### src/design/kpi_pkg.sv
// Types and constants of the keyframe position interpolator
`default_nettype none
package kpi_pkg;

  localparam int unsigned KEY_W = 32;

  typedef struct packed {
    logic [KEY_W-1:0] stamp;
    logic [KEY_W-1:0] x;
    logic [KEY_W-1:0] y;
    logic [KEY_W-1:0] z;
  } key_t;

  typedef enum logic [3:0] {
    ST_IDLE,
    ST_SCAN,
    ST_RDA,
    ST_GETA,
    ST_DEC,
    ST_DIV,
    ST_MUL,
    ST_ADD,
    ST_OUT
  } st_t;

  localparam logic REQ_WRITE  = 1'b0;
  localparam logic REQ_SAMPLE = 1'b1;

  // register index taken from the word address bit
  localparam logic REG_KEYS_IN_USE = 1'b0;

endpackage
`default_nettype wire

### src/design/kpi_div.sv
// Restoring divider: (num << FRAC_BITS) / den for num < den, one bit per cycle
`default_nettype none
module kpi_div
  import kpi_pkg::*;
#(
  parameter int FRAC_BITS = 16
) (
  input  wire logic                 clk,
  input  wire logic                 rst,
  input  wire logic                 start,
  input  wire logic [KEY_W-1:0]     num,
  input  wire logic [KEY_W-1:0]     den,
  output logic                      done,
  output logic [FRAC_BITS-1:0]      quo
);

  localparam int CW = $clog2(FRAC_BITS + 1);

  logic [KEY_W-1:0] rem;
  logic [KEY_W-1:0] dv;
  logic [CW-1:0]    cnt;
  logic             busy;
  logic [KEY_W:0]   shifted;
  logic             take;

  always_comb begin
    shifted = {rem, 1'b0};
    take    = shifted >= {1'b0, dv};
  end

  always_ff @(posedge clk) begin
    if (rst) begin
      busy <= 1'b0;
      done <= 1'b0;
      cnt  <= '0;
    end else begin
      done <= 1'b0;
      if (start) begin
        busy <= 1'b1;
        cnt  <= '0;
      end else if (busy) begin
        cnt <= cnt + 1'b1;
        if (cnt == CW'(FRAC_BITS - 1)) begin
          busy <= 1'b0;
          done <= 1'b1;
        end
      end
    end
  end

  always_ff @(posedge clk) begin
    if (start) begin
      rem <= num;
      dv  <= den;
      quo <= '0;
    end else if (busy) begin
      // remainder stays below den, so it fits 32 bits
      rem <= take ? KEY_W'(shifted - {1'b0, dv}) : KEY_W'(shifted);
      quo <= {quo[FRAC_BITS-2:0], take};
    end
  end

endmodule
`default_nettype wire

### config.mk
export PLATFORM = sky130hd
export DESIGN_NAME = kpi_div
export DESIGN_NICKNAME = d
export VERILOG_FILES = /design/src/design/kpi_pkg.sv /design/src/design/kpi_div.sv
export SDC_FILE = /design/constraint.sdc
export NUM_CORES = 1
export LEC_CHECK = 0
export ABC_AREA = 0
export BUFFER_PORTS_ARGS = -buffer_cell sky130_fd_sc_hd__buf_4
export CAP_MARGIN = 20
export CORE_ASPECT_RATIO = 0.9
export CORE_MARGIN = 5
export CORE_UTILIZATION = 60
export CTS_CLUSTER_SIZE = 14
export DETAILED_ROUTE_END_ITERATION = 7
export PLACE_DENSITY = 0.87
export SETUP_SLACK_MARGIN = 0.4
export SLEW_MARGIN = 20
export SYNTH_ARGS = -nofsm -noshare
export SYNTH_HDL_FRONTEND = slang
export SYNTH_SLANG_ARGS = --single-unit
### constraint.sdc
create_clock -name clk -period 7.6 [get_ports clk]
set_input_delay 0 -clock clk [delete_from_list [all_inputs] [get_ports clk]]
set_output_delay 0 -clock clk [all_outputs]
set_load 0.02 [all_outputs]
Word level (Yosys, flattened, before mapping)
Cells that the tools add are included.

operators by class
  $add $sub $neg = 2
  multiply operators = 0
  divide/modulo/power cells = 0
  $lt $le $gt $ge = 1
  eq/ne operators = 1
  shift operators = 0
  mux-type cells = 7
  bitwise gates (word level) = 1
  reduce and logical (&&, ||, !) cells = 3

operators by type and width
  cell                                                  count
  2-to-1 mux 32 bit                                     3
  greater-or-equal comparator 33 x 32 -> 1 bit          1
  subtractor 32 bit                                     1
  adder 5 x 1 -> 5 bit (second input constant)          1
  equality test 5 x 4 -> 1 bit (second input constant)  1
  2-to-1 mux 1 bit                                      4
  OR reduction 3 bit                                    1
  nonzero test 2 bit                                    1
  OR reduction 2 bit                                    1
  inverter 1 bit                                        1

storage, ports and cells
  register bits = 87
  latch bits = 0
  memory bits (writable) = 0
  ROM bits = 0
  input port bits = 67
  output and inout port bits = 17
  memories kept = 0

Depth between registers and ports, before layout
Gate-level depths: netlist of run 1.

  word-level depth = 4
  gate-level depth with buffers = 13

Worst setup path after synthesis of run 1
Ideal clock, no wire load.

  kind = register to register
  start = register rem[10]
  end = register rem[31] (data pin)
  library setup time = 261 ps
  arrival = 2395 ps
  path slack = 4945 ps
  stages on the path, launching flop included = 11
  buffers on the path = 1
  period minus slack after synthesis = 2655 ps
  path through = edfxtp_1 -> ha_1 -> buf_2 -> nand2_2 -> nor4_4 -> inv_1 -> o211ai_2 -> a41oi_1 -> o41ai_1 -> xor2_1 -> a221o_1

between the ends
  longest elaborated chain between the ends = 4

RTL lines
  what                                                                                      RTL line                      RTL
  from (decl)                                                                               kpi_div.sv:19                 logic [KEY_W-1:0] rem;
  from (signal assigned)                                                                    kpi_div.sv:53                 rem <= num;
  from (signal assigned)                                                                    kpi_div.sv:58                 rem <= take ? KEY_W'(shifted - {1'b0, dv}) : KEY_W'(shifted);
  subtractor 32 bit / greater-or-equal comparator 33 x 32 -> 1 bit (equally long branches)  kpi_div.sv:58, kpi_div.sv:28
  2-to-1 mux 32 bit (*)                                                                     kpi_div.sv:58
  2-to-1 mux 32 bit (*)                                                                     kpi_div.sv:56                 end else if (busy) begin
  2-to-1 mux 32 bit (*)                                                                     kpi_div.sv:52                 if (start) begin

Every way passes the cells marked *; elsewhere a longest branch is shown, timed or not. The select of a mux whose other input is x is not followed.
A chain may end at the register's enable or synchronous reset.

Worst setup path after layout of run 1
  start = register rem[4]
  end = register rem[30] (data pin)

Same word-level chain as after synthesis.

==> impl_metrics.tcl, run 1 <==
set metrics [dict create \
    synth_top_family_by_area "compound AO/OA/AOI/OAI gates" \
    synth_compound_area_share_pct 18.42 \
    path_class "flip-flop to flip-flop" \
    grt_usage_pct 26.56 \
    tns_ps 0 \
    ys_warn_count 0 \
    ys_seq_area_share_pct 44.06 \
    mappedNetlistNets 665 \
    synth_adder_area_share_pct 8.239 \
    start_util_pct 62.23 \
    grt_pass1_wl_um 22830 \
    grt_pass1_vias 4772 \
    synth_seq_cells 87 \
    final-max-slew-violation-count 0 \
    synth_edf_count 64 \
    setup_viol 0 \
    drive_gt1_share_pct 16.98 \
    max-vdd-ir-drop_mv 0.1865 \
    avgSynthCellArea_um2 9.603 \
    rsz0062_at_grt "false" \
    startpoint "rem[4]$_DFFE_PP_" \
    globalRouteOverflowTotal 0 \
    yosysTopAreaCellShare_pct 35.55 \
    worstPathArrival_ps 3540 \
    synth_simple_gate_area_share_pct 15.09 \
    dieHeight_um 100.1 \
    setup_ws_ps 4193 \
    diodes 0 \
    worst_pin_slew_ps 908.5 \
    dp.final_hpwl_um 9359 \
    fin_skew_ps 25.69 \
    netlist_instances 563 \
    slew_headroom_pct 39.43 \
    rrSetupSlack_ps 4190 \
    worst_r2r_endpoint "rem[30]$_DFFE_PP_" \
    syn2layout_area_growth_pct 26.98 \
    via_per_inst 5.939 \
    rows 32 \
    syn-cell-area_um2 5406 \
    status "finished with violations" \
    wl_um 14320 \
    cts_inserted_buffers 9 \
    synth_largest_area_cell "edfxtp_1" \
    start_kind "flip-flop" \
    dieArea_um2 11010 \
    clk_pin_slew_ps 110 \
    drc 0 \
    postCtsResizedCells 0 \
    p_leak_nw 2.938 \
    ant_nets 0 \
    power.density_nw_per_um2 268.8 \
    maxCapViolCount 0 \
    root_buffer "clkbuf_8" \
    muxShareOfSynthArea_pct 3.749 \
    synth_area_leaders "edfxtp_1, dfxtp_1, ha_1" \
    timing.hold.worst_endpoint "quo[14]$_SDFFE_PP0P_" \
    critPathMaxFanout 41 \
    holdBufCountCts 60 \
    fin_hold_ws_ps -0.4884 \
    synthArstFlopShare_pct 0 \
    hold_path.startpoint "start" \
    cts_buffer_depth 2 \
    firstDrtPassIters 6 \
    wl_per_cell_um 17.59 \
    reg2reg_depth 9 \
    antenna_found_initial 0 \
    vias 4834 \
    hold_viol 1 \
    r2r_start "rem[4]$_DFFE_PP_" \
    nets 792 \
    coreArea_um2 8688 \
    hp-class "input port to flip-flop" \
    io_pins 84 \
    die_x_um 110.1 \
    grt_max_degree 56 \
    io_buffers 83 \
    violations "hold timing" \
    clock.fmax_ghz 0.2936 \
    cp-end-kind "flip-flop" \
    synthFlopType "edfxtp_1" \
    place.gp.congestion 0.9132 \
    whs_path_depth 2 \
    cts_setup_buffers 0 \
    ys_types 65 \
    fin_crit_sh_pct 44.82 \
    drt_iter0_drc 441 \
    crit_required_ps 7740 \
    htree_levels 3 \
    pre_cts_slack_ps 4255 \
    cts.sinks 87 \
    insertion_delay_ps 400 \
    cts_tree "yes" \
    synth_xor_area_share_pct 4.860 \
    fin_crit_ps 3407 \
]
-- cell type report --
type / instances / area (um^2)
clock inverter: 7 / 83.83
multi-input combinational: 404 / 2723
tap: 119 / 148.9
fill: 564 / 1823
timing repair buffer: 146 / 1246
inverter: 42 / 157.7
sequential: 87 / 2382
clock buffer: 9 / 123.9
-- cell usage in the layout, fill, tap and decap left out, types with 4 or more instances in the layout --
cell           Yosys  final
buf_4              0     86
edfxtp_1          64     64
nand2_1           63     63
dlygate4sd3_1      0     60
nor2_1            55     55
inv_1             42     42
ha_1              34     34
a21oi_1           33     33
o21ai_0           23     23
dfxtp_1           23     23
mux2i_1           18     18
nand3_1           17     17
xnor2_1           16     16
xor2_1            14     14
a31oi_1           12     12
nor3_1            11     11
a21o_1            10     10
clkbuf_8           0      9
and3_1             8      8
nand2b_1           6      6
o311ai_1           6      6
a211oi_1           5      5
o31ai_1            5      5
o311ai_0           5      5
o211ai_1           4      4
a221o_1            4      4
-- cell usage after synthesis, types with 3 or more instances --
master / count
buf_1: 3
and3_1: 8
buf_6: 3
or2_2: 3
o311ai_1: 6
a31oi_1: 12
clkbuf_1: 17
nor2_1: 55
nand2_1: 63
o211ai_1: 4
a221o_1: 4
nand3_1: 17
xnor2_1: 16
a21oi_1: 33
a211oi_1: 5
inv_1: 42
buf_2: 7
o21ai_0: 23
o311ai_0: 5
nand2b_1: 6
xor2_1: 14
edfxtp_1: 64
dfxtp_1: 23
a21o_1: 10
ha_1: 34
o31ai_1: 5
mux2i_1: 18
nand4_1: 3
a211o_1: 3
a221oi_1: 3
nor3_1: 11
-- worst max path at each step --
stage / end / slack, ps / cells after the start
6_report: rem[30]$_DFFE_PP_ / 4190 / 9
5_1_grt: rem[30]$_DFFE_PP_ / 3990 / 9
4_1_cts: rem[30]$_DFFE_PP_ / 4220 / 9
3_5_place_dp: rem[30]$_DFFE_PP_ / 4250 / 9
3_3_place_gp: rem[30]$_DFFE_PP_ / 4390 / 9
2_1_floorplan: rem[31]$_DFFE_PP_ / 4940 / 10
-- through the flow --
stage | instances | utilization, % | hold WS (ps) | total power, mW | cell area, um^2
detailed placement | 738 | 69.71 | 177.4 | 1.454 | 6057
finish | 814 | 79.02 | -0.4884 | 1.845 | 6865
global placement | 738 | 69.71 | 163.9 | 1.425 | 6057
global route | 814 | 79.02 | 5.868 | 1.954 | 6865
floorplan | 563 | - | 69.07 | 1.280 | 5406
CTS | 814 | 79.02 | 5.043 | 1.823 | 6865
-- worst max-delay path, stage by stage, from the launching register on --
cell and delay (ps):
edfxtp_1 420, ha_1 390, a21o_1 260, a311oi_2 350
nand2b_1 190, o211ai_2 150, a21oi_4 260, o221a_4 560
nor2_1 200, a221o_1 370
-- power breakdown --
group | internal [mW] | switching, mW | total (mW)
registers | 0.601 | 0.0391 | 0.640
clock network | 0.133 | 0.212 | 0.345
logic | 0.356 | 0.505 | 0.861
-- sequential cells by signal, indices dropped and copies added, names as in the netlist --
name,flops
rem,32
dv,32
busy,1
done,1
quo,16
cnt,5
-- per-layer routing --
| layer | up-vias | GRT usage, % | part of all wire (%) |
|---|---|---|---|
| met5 | - | 0 | 0 |
| met1 | 2278 | 34.58 | 42 |
| met3 | 27 | 6.367 | 8.1 |
| met2 | 224 | 44.96 | 49 |
| li1 | 2305 | - | - |
| met4 | 0 | 5.657 | 1.3 |
-- cells by family after synthesis --
family,Yosys count
and+or+nand+nor,178
xor gates and xnor gates,30
DFF,87
muxes,20
buffers and inverters,72
AOI/OAI and AO/OA,141
adders and majority gates,35
No activity file was read; power rests on OpenSTA's default activity.
==> inputs of run 2 (changes only) <==
ABC_AREA = 1   (was 0)
CORE_UTILIZATION = 59   (was 60)
PLACE_DENSITY = 0.84   (was 0.87)
clock period = 3.25 ns   (was 7.6 ns; I/O delays follow)
==> impl_metrics.tcl, run 2 <==
set metrics [dict create \
    grt_use_met2_pct 47.99 \
    worstPathArrival_ps 2750 \
    grt_pass1_wl_um 28960 \
    netlist_instances 908 \
    coreArea_um2 10330 \
    root_buffer "clkbuf_16" \
    wl_per_cell_um 14.90 \
    start_kind "flip-flop" \
    p_sw_mw 1.746 \
    mostFrequentLayoutCell "nand2_1" \
    synth_edf_count 64 \
    status "complete, no violations" \
    final_cells 1189 \
    ys_seq_area_share_pct 37.85 \
    pwr-share-comb_pct 44.5 \
    fin_crit_ps 2652 \
    rsz0062_at_grt "false" \
    ys_warn_count 0 \
    die_x_um 118.9 \
    start_util_pct 60.91 \
    most-common-layout-cells "nand2_1, inv_1, buf_4" \
    grt_pass1_vias 6012 \
    dp.final_hpwl_um 12680 \
    cts_inserted_buffers 9 \
    rows 35 \
    io_buffers 83 \
    tns_ps 0 \
    hp-class "input port to flip-flop" \
    dieArea_um2 12840 \
    power.density_nw_per_um2 550.0 \
    ys_types 38 \
    dieHeight_um 108.0 \
    clkPwrFrac_pct 22.8 \
    drive_gt1_share_pct 11.70 \
    dpl.cell_count 1108 \
    drt_iter0_drc 539 \
    critPathMaxFanout 33 \
    io_pins 84 \
    clk_pin_slew_ps 70 \
    fin_area_um2 7948 \
    rrSetupSlack_ps 600 \
    avgSynthCellArea_um2 6.933 \
    p_sw_share_pct 39.95 \
    firstDrtPassIters 4 \
    seq_area_um2 2382 \
    via_per_inst 5.161 \
    diodes 0 \
    htree_levels 3 \
    cts_setup_buffers 0 \
    wl_um 17720 \
    synth.most_common_cell "nand2_1" \
    cts_tree "yes" \
    maxCapViolCount 0 \
    worst_pin_slew_ps 492.3 \
    internal_power_mw 2.625 \
    worst_r2r_endpoint "rem[24]$_DFFE_PP_" \
    yosys-top-cells-count "nand2_1, inv_1, nand3_1" \
    multi_input_area_um2 3092 \
    max-vdd-ir-drop_mv 0.5356 \
    synth_area_leaders "edfxtp_1, nand2_1, inv_1" \
    reg2reg_depth 13 \
    synth_seq_cells 87 \
    fin_skew_ps 12.21 \
    crit_path_end "rem[24]$_DFFE_PP_" \
    seq_power_share_pct 32.7 \
    nets 1157 \
    use_met1_pct 35.49 \
    r2r_start "rem[6]$_DFFE_PP_" \
    grt_max_degree 38 \
    ant_nets 0 \
    busiest_layer "met2" \
    globalRouteOverflowTotal 0 \
    startpoint "rem[6]$_DFFE_PP_" \
    cts_buffer_depth 2 \
    mappedNetlistNets 1010 \
    synth_largest_area_cell "edfxtp_1" \
    place.gp.congestion 0.9744 \
    top_regs "dv (32), rem (32), quo (16)" \
    final-max-slew-violation-count 0 \
    gr-usage-met3_pct 6.381 \
    yosysTopAreaCellShare_pct 30.53 \
    p_leak_nw 4.161 \
    fill_cells 745 \
    clock.fmax_ghz 0.3770 \
    vias 6137 \
    crit_required_ps 3350 \
    drc 0 \
    path_class "flip-flop to flip-flop" \
    synthArstFlopShare_pct 0 \
    hold_viol 0 \
    cp-end-kind "flip-flop" \
    slew_headroom_pct 67.10 \
    setup_viol 0 \
    synthFlopType "edfxtp_1" \
    syn-cell-area_um2 6295 \
    cts.sinks 87 \
    grt_usage_pct 28.16 \
    dpl_cell_area_um2 7012 \
    insertion_delay_ps 350 \
    antenna_found_initial 0 \
    fin_crit_sh_pct 81.61 \
    syn2layout_area_growth_pct 26.26 \
]
-- run 2: through the flow --
step	total power [mW]	setup WS (ps)	util (%)	hold slack (ps)
after floorplan	2.836	1180	-	78.47
after detailed placement	3.278	628.9	67.85	179.3
after global routing	4.667	416.1	76.90	103.5
after CTS	4.349	614.3	76.85	89.58
final	4.372	597.8	76.90	89.92
after global placement	3.251	611.7	67.85	178.2
-- run 2: per-layer routing --
layer,wire [um],up-vias
met1,7590,2751
met4,429,0
met3,1419,29
met2,8278,245
li1,-,3112
met5,0,-
-- run 2: cell type report --
class / count / area share [%]
tap: 129 / 2.031
inverter: 188 / 8.879
clock buffer: 10 / 2.881
timing repair buffer: 155 / 16.69
multi-input combinational: 614 / 38.90
clock inverter: 6 / 0.6455
sequential: 87 / 29.97
-- run 2: power by group through the flow --
stage / Combinational, mW / Clock [mW] / Sequential [mW]
floorplan: 1.41 / 0 / 1.43
finish: 1.95 / 0.995 / 1.43
global placement: 1.81 / 0 / 1.44
global route: 2.18 / 1.05 / 1.44
CTS: 1.91 / 1.01 / 1.43
detailed placement: 1.83 / 0 / 1.45
-- run 2: cells by family (layout without fill, tap and decap cells) --
family                     count (synthesis)  after routing  share of synthesized area [%]
adders and majority gates                 35             35                          7.076
and+or+nand+nor                          516            516                          35.52
buffers and inverters                    207            359                          13.12
AOI/OAI and AO/OA                         49             49                          4.492
xor gates and xnor gates                  14             14                          1.948
DFF                                       87             87                          37.85
-- run 2: worst min path at each step --
stage | cells past startpoint | end | startpoint | slack (ps)
after floorplan | 1 | busy$_SDFF_PP0_ | rst | 80
after global placement | 1 | dv[7]$_DFFE_PP_ | den[7] | 180
after detailed placement | 1 | dv[18]$_DFFE_PP_ | den[18] | 180
after CTS | 1 | dv[3]$_DFFE_PP_ | start | 90
after global routing | 1 | dv[3]$_DFFE_PP_ | start | 100
final | 1 | dv[3]$_DFFE_PP_ | start | 90
-- run 2: repair_timing --
item	in CTS	in global routing
resized for setup	0	1
endpoints found under the setup margin	0	3
hold buffers	65	0
hold endpoints to repair	70	0
-- run 2: worst max-delay path: stages, from the launching register on --
cell and delay (ps):
edfxtp_1 400, ha_1 380, nand2_1 130, nor2_1 290, nand2_1 100, nor2_1 160
nand2_1 110, nor2_4 110, nor2_4 40, buf_4 200, nand2_8 220, nand2_1 120
nand3_1 80, nand2_1 50
==> inputs of run 3 (changes only) <==
CORE_UTILIZATION = 53   (was 59)
PLACE_DENSITY = 0.8   (was 0.84)
clock period = 2.4 ns   (was 3.25 ns; I/O delays follow)
==> impl_metrics.tcl, run 3 (synthesized netlist as in run 2, its figures left out) <==
set metrics [dict create \
    antenna_found_initial 0 \
    worst_pin_slew_ps 505.3 \
    cts_inserted_buffers 9 \
    wl_um 20910 \
    setup_viol 5 \
    cts_tree "yes" \
    io_buffers 83 \
    grt_usage_pct 28.45 \
    hold_viol 0 \
    fin_hold_ws_ps 52.30 \
    final-max-slew-violation-count 0 \
    firstDrtPassIters 7 \
    power.density_nw_per_um2 777.1 \
    diodes 0 \
    cts.sinks 87 \
    status "finished with violations" \
    rows 37 \
    globalRouteOverflowTotal 0 \
    most-common-layout-cells "nand2_1, inv_1, buf_4" \
    dp.final_hpwl_um 12750 \
    crit_buf_inv 4 \
    insertion_delay_ps 350 \
    root_buffer "clkbuf_16" \
    slowest_delay_ps 440 \
    syn2layout_area_growth_pct 49.87 \
    coreArea_um2 11530 \
    p_leak_nw 4.642 \
    clock.fmax_ghz 0.4096 \
    worstPathCellList "ha_4 -> nand2_4 -> inv_4 -> a21oi_4 -> nand2_2 -> nand2_2 -> nand2_2 -> nor2_4 -> buf_4 -> buf_12 -> buf_16 -> nand3b_1 -> nand3_1 -> nand2_1" \
    crit_required_ps 2500 \
    htree_levels 3 \
    cp_slowest_cell "edfxtp_1" \
    critical_path.most_common_cell "nand2_2" \
    pre_cts_slack_ps 1.628 \
    fin_crit_sh_pct 101.7 \
    drive_gt1_share_pct 26.78 \
    path_class "flip-flop to flip-flop" \
    grt_max_degree 47 \
    fin_skew_ps 19.69 \
    drc 0 \
    io_pins 84 \
    vias 6767 \
    dieArea_um2 14160 \
    dieHeight_um 113.4 \
    nets 1221 \
    place.gp.congestion 0.9791 \
    dpl.cell_count 1149 \
    final_cells 1280 \
    max-vdd-ir-drop_mv 0.5043 \
    cp-end-kind "flip-flop" \
    final_util_pct 81.84 \
    rsz0062_at_grt "true" \
    grt_pass1_vias 6778 \
    drt_iter0_drc 481 \
    die_x_um 124.9 \
    worstPathArrival_ps 2540 \
    violations "setup timing" \
    top_regs "dv (32), rem (32), quo (16)" \
    via_per_inst 5.287 \
    tns_ps -112.8 \
    fin_crit_ps 2441 \
    start_util_pct 54.61 \
    wl_per_cell_um 16.34 \
    start_kind "flip-flop" \
    ant_nets 0 \
    setup_ws_ps -41.31 \
    hp-class "input port to flip-flop" \
    slew_headroom_pct 66.31 \
    maxCapViolCount 0 \
    clk_pin_slew_ps 80 \
    cts_buffer_depth 2 \
    mostFrequentLayoutCell "nand2_1" \
    path_delay_family "simple AND/OR/NAND/NOR gates" \
    grt_pass1_wl_um 32610 \
    critPathMaxFanout 7 \
]
==> run 3: power breakdown <==
part | internal (mW) | switching [mW]
Sequential | 1.85 | 0.148
Clock | 0.787 | 0.646
Combinational | 1.77 | 2.14
==> run 3: per-stage QoR <==
| step | total power, mW | area, um^2 |
|---|---|---|
| global route | 7.744 | 9434 |
| finish | 7.332 | 9434 |
| floorplan | 3.964 | 6506 |
| global placement | 4.592 | 7368 |
| detailed placement | 4.641 | 7368 |
| CTS | 6.933 | 9179 |
==> run 3: final cells by class <==
cell class / instances / area (um^2)
multi-input combinational: 619 / 3869
sequential: 87 / 2382
fill: 701 / 2093
timing repair buffer: 214 / 1979
inverter: 188 / 708.2
clock buffer: 11 / 254.0
tap: 156 / 195.2
clock inverter: 5 / 46.29
==> run 3: timing repair <==
action,4_1_cts,5_1_grt
setup buffers,30,10
hold buffers,65,0
gates cloned,9,1
setup endpoints to repair,33,33
pin swaps,35,53
endpoints found under the hold margin,70,0
gates resized for setup,91,49
==> run 3: routing by layer <==
metal	wire [um]	vias up	GRT usage [%]
met5	0	-	0
met4	955	0	12.57
met3	1603	97	5.758
met2	10090	317	49.21
met1	8257	3088	34.69
li1	-	3265	-
==> run 3: worst paths after layout <==
kind                                            from                    to  slack (ps)  cells past startpoint
worst min-delay path                           start      dv[30]$_DFFE_PP_          50                      1
worst max-delay path               rem[22]$_DFFE_PP_      rem[7]$_DFFE_PP_         -40                     14
worst min register to register  quo[14]$_SDFFE_PP0P_  quo[14]$_SDFFE_PP0P_         500                      2
worst max register to register     rem[22]$_DFFE_PP_      rem[7]$_DFFE_PP_         -40                     14
